<file path="src/sv/edc_pkg.sv">
// ----------------------------------------------------------------------------
// edc_pkg: shared types and constants for the elastic disk collision block
// Field widths, internal datapath widths, register indexes and the bundles
// that travel between the pipeline sections.
// ----------------------------------------------------------------------------
package edc_pkg;

  localparam int POS_W     = 19;
  localparam int VEL_W     = 16;
  localparam int CFG_W     = 8;
  localparam int IDX_W     = 2;

  localparam int D_W       = POS_W + 1;        // signed center offset
  localparam int DV_W      = VEL_W + 1;        // signed velocity difference
  localparam int D2_W      = 2 * D_W;          // squared distance
  localparam int DOT_W     = DV_W + D_W;       // signed dot product
  localparam int DMAG_W    = DOT_W - 1;        // dot product magnitude
  localparam int DABS_W    = POS_W;            // offset magnitude
  localparam int HALF_W    = DMAG_W / 2;       // split of the dot magnitude
  localparam int PROD_W    = HALF_W + DABS_W;  // one partial product
  localparam int MAGP_W    = DMAG_W + DABS_W;  // |dot * d|
  localparam int M_W       = CFG_W + 1;        // mass sum and doubled mass
  localparam int NUM_W     = 64;               // dividend
  localparam int DEN_W     = M_W + D2_W;       // divisor
  localparam int QW        = 18;               // quotient bits
  localparam int QR_W      = QW + 1;           // rounded quotient
  localparam int LANES     = 4;

  localparam int GEOM_STAGES = 6;
  localparam int DIV_STAGES  = QW + 1;
  localparam int UPD_STAGES  = 2;
  localparam int LATENCY     = GEOM_STAGES + DIV_STAGES + UPD_STAGES;

  localparam logic [IDX_W-1:0] REG_RADIUS_A = 2'd0;
  localparam logic [IDX_W-1:0] REG_RADIUS_B = 2'd1;
  localparam logic [IDX_W-1:0] REG_MASS_A   = 2'd2;
  localparam logic [IDX_W-1:0] REG_MASS_B   = 2'd3;

  localparam logic [CFG_W-1:0] RADIUS_A_RST = 8'd45;
  localparam logic [CFG_W-1:0] RADIUS_B_RST = 8'd58;
  localparam logic [CFG_W-1:0] MASS_A_RST   = 8'd9;
  localparam logic [CFG_W-1:0] MASS_B_RST   = 8'd70;

  // Lane order of the dividers.
  localparam int LANE_AX = 0;
  localparam int LANE_AY = 1;
  localparam int LANE_BX = 2;
  localparam int LANE_BY = 3;

  typedef struct packed {
    logic [POS_W-1:0] a_pos_x;
    logic [POS_W-1:0] a_pos_y;
    logic [VEL_W-1:0] a_vel_x;
    logic [VEL_W-1:0] a_vel_y;
    logic [POS_W-1:0] b_pos_x;
    logic [POS_W-1:0] b_pos_y;
    logic [VEL_W-1:0] b_vel_x;
    logic [VEL_W-1:0] b_vel_y;
    logic             hit;
    logic             neg_x;
    logic             neg_y;
  } carry_t;

  typedef struct packed {
    logic [M_W-1:0]  mass_sum;
    logic [M_W-1:0]  two_ma;
    logic [M_W-1:0]  two_mb;
    logic [D2_W-1:0] lim;
  } geom_cfg_t;

endpackage

</file>
<file path="src/sv/edc_update.sv">
// ----------------------------------------------------------------------------
// edc_update: velocity and position update with saturation
// Applies the signed velocity changes, saturates velocities, then moves the
// disks and saturates positions. Items without contact pass through.
// ----------------------------------------------------------------------------
module edc_update import edc_pkg::*; (
  input  logic                        clk,
  input  logic                        rst,
  input  logic                        in_valid,
  input  carry_t                      in_carry,
  input  logic [LANES-1:0][QR_W-1:0]  in_quot,
  output logic                        done,
  output logic [POS_W-1:0]            new_a_pos_x,
  output logic [POS_W-1:0]            new_a_pos_y,
  output logic signed [VEL_W-1:0]     new_a_vel_x,
  output logic signed [VEL_W-1:0]     new_a_vel_y,
  output logic [POS_W-1:0]            new_b_pos_x,
  output logic [POS_W-1:0]            new_b_pos_y,
  output logic signed [VEL_W-1:0]     new_b_vel_x,
  output logic signed [VEL_W-1:0]     new_b_vel_y,
  output logic                        contact
);

  localparam int SUM_W = QR_W + 2;

  function automatic logic [VEL_W-1:0] sat_vel(input logic signed [SUM_W-1:0] v);
    logic [VEL_W-1:0] r;
    if (v > SUM_W'($signed({1'b0, {(VEL_W-1){1'b1}}}))) begin
      r = {1'b0, {(VEL_W-1){1'b1}}};
    end else if (v < -SUM_W'($signed({1'b0, {(VEL_W-1){1'b1}}})) - 1) begin
      r = {1'b1, {(VEL_W-1){1'b0}}};
    end else begin
      r = v[VEL_W-1:0];
    end
    return r;
  endfunction

  function automatic logic [POS_W-1:0] sat_pos(input logic signed [SUM_W-1:0] v);
    logic [POS_W-1:0] r;
    if (v < 0) begin
      r = '0;
    end else if (v > SUM_W'($signed({1'b0, {POS_W{1'b1}}}))) begin
      r = '1;
    end else begin
      r = v[POS_W-1:0];
    end
    return r;
  endfunction

  function automatic logic signed [SUM_W-1:0] ext_vel(input logic [VEL_W-1:0] v);
    return SUM_W'($signed(v));
  endfunction

  function automatic logic signed [SUM_W-1:0] ext_pos(input logic [POS_W-1:0] p);
    return $signed(SUM_W'(p));
  endfunction

  logic                     u1_valid;
  carry_t                   u1_carry;
  logic [VEL_W-1:0]         u1_avx, u1_avy, u1_bvx, u1_bvy;
  logic signed [SUM_W-1:0]  dax, day, dbx, dby;

  always_comb begin
    dax = in_carry.neg_x ? -ext_pos(in_quot[LANE_AX]) : ext_pos(in_quot[LANE_AX]);
    day = in_carry.neg_y ? -ext_pos(in_quot[LANE_AY]) : ext_pos(in_quot[LANE_AY]);
    dbx = in_carry.neg_x ? -ext_pos(in_quot[LANE_BX]) : ext_pos(in_quot[LANE_BX]);
    dby = in_carry.neg_y ? -ext_pos(in_quot[LANE_BY]) : ext_pos(in_quot[LANE_BY]);
  end

  always_ff @(posedge clk) begin
    if (rst) begin
      u1_valid <= 1'b0;
      done     <= 1'b0;
    end else begin
      u1_valid <= in_valid;
      done     <= u1_valid;
    end
  end

  always_ff @(posedge clk) begin
    u1_carry <= in_carry;
    u1_avx   <= sat_vel(ext_vel(in_carry.a_vel_x) + dax);
    u1_avy   <= sat_vel(ext_vel(in_carry.a_vel_y) + day);
    u1_bvx   <= sat_vel(ext_vel(in_carry.b_vel_x) - dbx);
    u1_bvy   <= sat_vel(ext_vel(in_carry.b_vel_y) - dby);
  end

  always_ff @(posedge clk) begin
    contact <= u1_carry.hit;
    if (u1_carry.hit) begin
      new_a_vel_x <= u1_avx;
      new_a_vel_y <= u1_avy;
      new_b_vel_x <= u1_bvx;
      new_b_vel_y <= u1_bvy;
      new_a_pos_x <= sat_pos(ext_pos(u1_carry.a_pos_x) + ext_vel(u1_avx));
      new_a_pos_y <= sat_pos(ext_pos(u1_carry.a_pos_y) + ext_vel(u1_avy));
      new_b_pos_x <= sat_pos(ext_pos(u1_carry.b_pos_x) + ext_vel(u1_bvx));
      new_b_pos_y <= sat_pos(ext_pos(u1_carry.b_pos_y) + ext_vel(u1_bvy));
    end else begin
      new_a_vel_x <= u1_carry.a_vel_x;
      new_a_vel_y <= u1_carry.a_vel_y;
      new_b_vel_x <= u1_carry.b_vel_x;
      new_b_vel_y <= u1_carry.b_vel_y;
      new_a_pos_x <= u1_carry.a_pos_x;
      new_a_pos_y <= u1_carry.a_pos_y;
      new_b_pos_x <= u1_carry.b_pos_x;
      new_b_pos_y <= u1_carry.b_pos_y;
    end
  end

endmodule

</file>
<file path="config.mk">
export PLATFORM = sky130hd
export DESIGN_NAME = edc_update
export DESIGN_NICKNAME = d
export VERILOG_FILES = /design/src/sv/edc_pkg.sv /design/src/sv/edc_update.sv
export SDC_FILE = /design/constraint.sdc
export NUM_CORES = 1
export LEC_CHECK = 0
export CAP_MARGIN = 20
export CORE_ASPECT_RATIO = 0.75
export CORE_MARGIN = 5
export CORE_UTILIZATION = 45
export CTS_BUF_LIST = sky130_fd_sc_hd__clkbuf_8
export DETAILED_ROUTE_END_ITERATION = 6
export DONT_BUFFER_PORTS = 1
export SYNTH_ARGS = -nofsm -noshare
export SYNTH_HDL_FRONTEND = slang
export SYNTH_SLANG_ARGS = --single-unit
</file>
<file path="constraint.sdc">
create_clock -name clk -period 5.8 [get_ports clk]
set_clock_uncertainty 0.2 [all_clocks]
set_input_delay 0.29 -clock clk [delete_from_list [all_inputs] [get_ports clk]]
set_output_delay 0.29 -clock clk [all_outputs]
set_load 0.03 [all_outputs]
</file>
==> impl_metrics.env <==
export IMPL_detailed_place_area_mm2=0.01950
export IMPL_grt_first_pass_wirelength_mm=83.77
export IMPL_yosysWarnings=0
export IMPL_p_leak_uw=0.009679
export IMPL_syn_num_nets=2412
export IMPL_globalplace_congestion=0.8757
export IMPL_core_footprint_mm2=0.04188
export IMPL_r2r_start="u1_bvx[0]"
export IMPL_r2r_cells=12
export IMPL_worstPathCellList="dlygate4sd3_1 > dlygate4sd3_1 > inv_1 > ha_1 > fa_1 > nor2b_1 > o31ai_1 > a21oi_1 > a2111oi_4 > nor3_1 > a311oi_1 > nor4_1 > nor2_1 > o21ai_0"
export IMPL_layout_drive_gt1_share_pct=11.52
export IMPL_path_class="in -> reg"
export IMPL_critPathCaptureType="register"
export IMPL_yosys_register_bits=348
export IMPL_worst_r2r_setup_slack_ns=1.93
export IMPL_fin_tns_setup_ns=0
export IMPL_met2_usage_pct=34.71
export IMPL_layout_cells_most_common="dfxtp_1"
export IMPL_grt_overflow_total=0
export IMPL_fill_cells=3729
export IMPL_cp_start_kind="input pin"
export IMPL_slew_viol_final=0
export IMPL_final_period_minus_worst_setup_slack_ns=4.355
export IMPL_via_per_inst=5.543
export IMPL_clock_sink_count=348
export IMPL_die_area_mm2=0.04649
export IMPL_worstMarginPinSlew_ns=0.9480
export IMPL_pre_cts_ws_ns=0.9322
export IMPL_crit_required_ns=6.06
export IMPL_areaGrowthSynthToFinish_pct=21.08
export IMPL_synthesis_instances=2006
export IMPL_drcViolationCount=0
export IMPL_setup_violations=0
export IMPL_crit_reg2reg_capture="new_b_pos_x[12]"
export IMPL_hold_viol_final=0
export IMPL_p_total_uw=9734
export IMPL_cellPowerDensity_mw_per_mm2=423.0
export IMPL_yosys_most_used_dff="dfxtp_1"
export IMPL_cts_root_to_sink_buffers=3
export IMPL_grt_pass1_vias=15400
export IMPL_dpl_hpwl_mm=39.90
export IMPL_clk_root_buffer_cell="clkbuf_8"
export IMPL_timing_hold_worst_class="in -> reg"
export IMPL_ys_async_sr_fraction_pct=0
export IMPL_synth_edff_count=0
export IMPL_cp_slowest_stage_delay_ns=0.70
export IMPL_die_width_um=247.3
export IMPL_origin_of_the_worst_min_delay_path="in_carry[114]"
export IMPL_cp_common_cell="dlygate4sd3_1"
export IMPL_antenna_violations_before_repair=2
export IMPL_finalNetCount=2649
export IMPL_grt_start_max_net_pins=56
export IMPL_drtIter0Drc=721
export IMPL_initial_utilization_pct=45.38
export IMPL_vias=15820
export IMPL_grt_use_met1_pct=30.72
export IMPL_route_detailed_wl_per_inst_um=19.08
export IMPL_arrival_ns=4.61
export IMPL_timing_critical_path_slowest_stage_cell="nor2_1"
export IMPL_htreeDepth=2
export IMPL_floorplan_rows=65
export IMPL_boundaryPins=364
export IMPL_global_route_peak_usage_layer="met2"
export IMPL_setup_worst_path_end="u1_bvy[10]"
export IMPL_mostFrequentLayoutCells="347 x dfxtp_1, 231 x dlygate4sd3_1, 176 x ha_1, 138 x a21oi_1, 125 x nor2_1"
export IMPL_max_freq_ghz=0.2296
export IMPL_cpLargestDelayFamily="compound AO/OA/AOI/OAI gates"
export IMPL_worst_ir_drop_vdd_mv=0.2956
export IMPL_post_synth_cell_area_avg_um2=9.475
export IMPL_critical_path_depth=14
export IMPL_globalRouteMet3Util_pct=5.543
export IMPL_final_min_period_over_clock_period_pct=75.08
export IMPL_relSlewSlack_pct=36.80
export IMPL_clk_transition_reported_paths_ns=0.06
export IMPL_drt_antenna_violating_nets=0
export IMPL_totalWireLength_mm=54.43
export IMPL_numPortBuffers=0
export IMPL_worst_path_buf_inv=3
export IMPL_startpoint="in_carry[3]"
export IMPL_cts_inserted_buffers=56
export IMPL_cts_tree="built"
export IMPL_track_usage_pct=22.11
export IMPL_die_h_um=188.0
export IMPL_ys_seq_area_share_pct=36.65
export IMPL_max_cap_violations=0
export IMPL_firstDrtPassIters=7
export IMPL_finalInstanceArea_mm2=0.02301
export IMPL_hold_worst_slack_ns=0.03818
export IMPL_timing_final_ws_setup_ns=1.445
export IMPL_outcome="completed"
export IMPL_clock_insertion_delay_at_the_later_pin_of_the_skew_report_ns=0.61
export IMPL_timing_critical_path_fanout_max=14
export IMPL_synth_distinct_cells=105
export IMPL_postCtsSetupBuffers=0
export IMPL_grt_setup_unrepaired="false"
export IMPL_mappedNetlistArea_mm2=0.01901
==> per-stage QoR <==
stage               utilization [%]  cells
floorplan                         -   2006
global placement              46.55   2523
detailed placement            46.55   2523
CTS                           54.89   2849
global route                  54.95   2853
finish                        54.95   2853
==> sequential cells by signal, summed over array words and instances, names as in the netlist <==
register,count
new_b_pos_x,19
u1_carry,141
u1_valid,1
new_b_pos_y,19
done,1
new_b_vel_x,16
u1_avx,16
u1_bvx,16
new_a_pos_x,19
new_a_pos_y,19
u1_bvy,16
contact,1
new_b_vel_y,16
new_a_vel_x,16
new_a_vel_y,16
u1_avy,16
==> worst min path at each step <==
stage,slack (ns),to,depth (start not counted)
floorplan,0.12,u1_carry[100],0
global placement,0.12,u1_carry[118],0
detailed placement,0.12,u1_carry[57],0
CTS,0.00001,u1_carry[114],1
global route,0.00009,u1_carry[55],1
finish,0.04,u1_carry[114],1
==> repair_timing <==
action / CTS / global route
endpoints found under the hold margin: 205 / 2
gates resized for setup: 0 / 0
hold buffers: 229 / 2
==> final cells by class <==
| cell class | instances | area, µm² | area share, % |
|---|---|---|---|
| diodes | 2 | 5.005 | 0.02175 |
| multi-input cells | 1508 | 11430 | 49.67 |
| flip-flops and latches | 348 | 6970 | 30.29 |
| repair buffers | 235 | 2342 | 10.18 |
| well taps | 569 | 711.9 | 3.094 |
| clock inverters | 29 | 264.0 | 1.147 |
| clock buffers | 68 | 935.9 | 4.067 |
| inverters | 94 | 352.8 | 1.533 |
==> synth_stat cells (6+ instances only) <==
library cell    n  share of area [%]
and2_1          9               0.30
clkbuf_1       34               0.67
ha_1          176                 12
o21ai_1        19               0.50
or4_1           7               0.28
nor2_1        125                2.5
o21ai_0       104                2.7
nand2b_1       30               0.99
or3_1           8               0.26
nand4_1        15               0.49
o21ai_2        11               0.51
buf_2           7               0.18
o31ai_1        29                1.1
o21bai_1       11               0.43
o21a_1         25               0.99
nor3b_1         8               0.32
fa_1            8               0.84
o211ai_1        7               0.28
and3_1         12               0.39
a31oi_1        13               0.43
nand3b_1        8               0.32
nor3_2          6               0.32
o41ai_1        16               0.74
dfxtp_1       348                 37
xor2_1         89                4.1
inv_1          93                1.8
a211oi_1       22               0.87
o221a_2        36                2.1
nand3_1        28               0.74
nor3_1         29               0.76
nor4_1         10               0.33
nand2_1       115                2.3
nor2b_1        23               0.76
mux2_2         64                3.8
buf_1           9               0.18
xnor2_1       105                4.8
a21o_1         43                1.7
a21oi_1       138                3.6
o22ai_1        41                1.3
or2_2           8               0.26
==> layer usage <==
layer  wire length, µm  up-vias
met1             25490     7475
met2             24060      471
met3              3783       77
met5                 0        -
met4              1104        0
li1                  -     7792
==> report_power, final <==
| part | switching, µW | total (µW) | internal [µW] |
|---|---|---|---|
| clock network | 999 | 2280 | 1280 |
| logic | 1850 | 3410 | 1570 |
| registers | 1090 | 4040 | 2950 |
| total | 3930 | 9730 | 5800 |
==> cells by family (layout without fill, tap and decap cells) <==
| logic type | Yosys count | in the layout | synth area share (%) |
|---|---|---|---|
| AOI/OAI and AO/OA | 583 | 583 | 21.30 |
| xor gates and xnor gates | 200 | 200 | 9.453 |
| adders and majority gates | 184 | 184 | 12.43 |
| buffers and inverters | 150 | 426 | 3.206 |
| DFF | 348 | 348 | 36.65 |
| muxes | 67 | 67 | 3.956 |
| other | 0 | 2 | 0 |
| and+or+nand+nor | 474 | 474 | 13.01 |
==> worst register-to-register path, stage by stage (launching register included) <==
cell and delay [ns]:
dfxtp_1 0.52, ha_1 0.27, inv_1 0.07, fa_1 0.41, nor2b_1 0.16, o31ai_1 0.14
a211oi_1 0.33, o31a_1 0.22, o211a_1 0.23, a31oi_1 0.10, and4b_1 0.77, o21bai_1 0.21
o21ai_0 0.09
No activity file was read; power rests on OpenSTA's default activity.
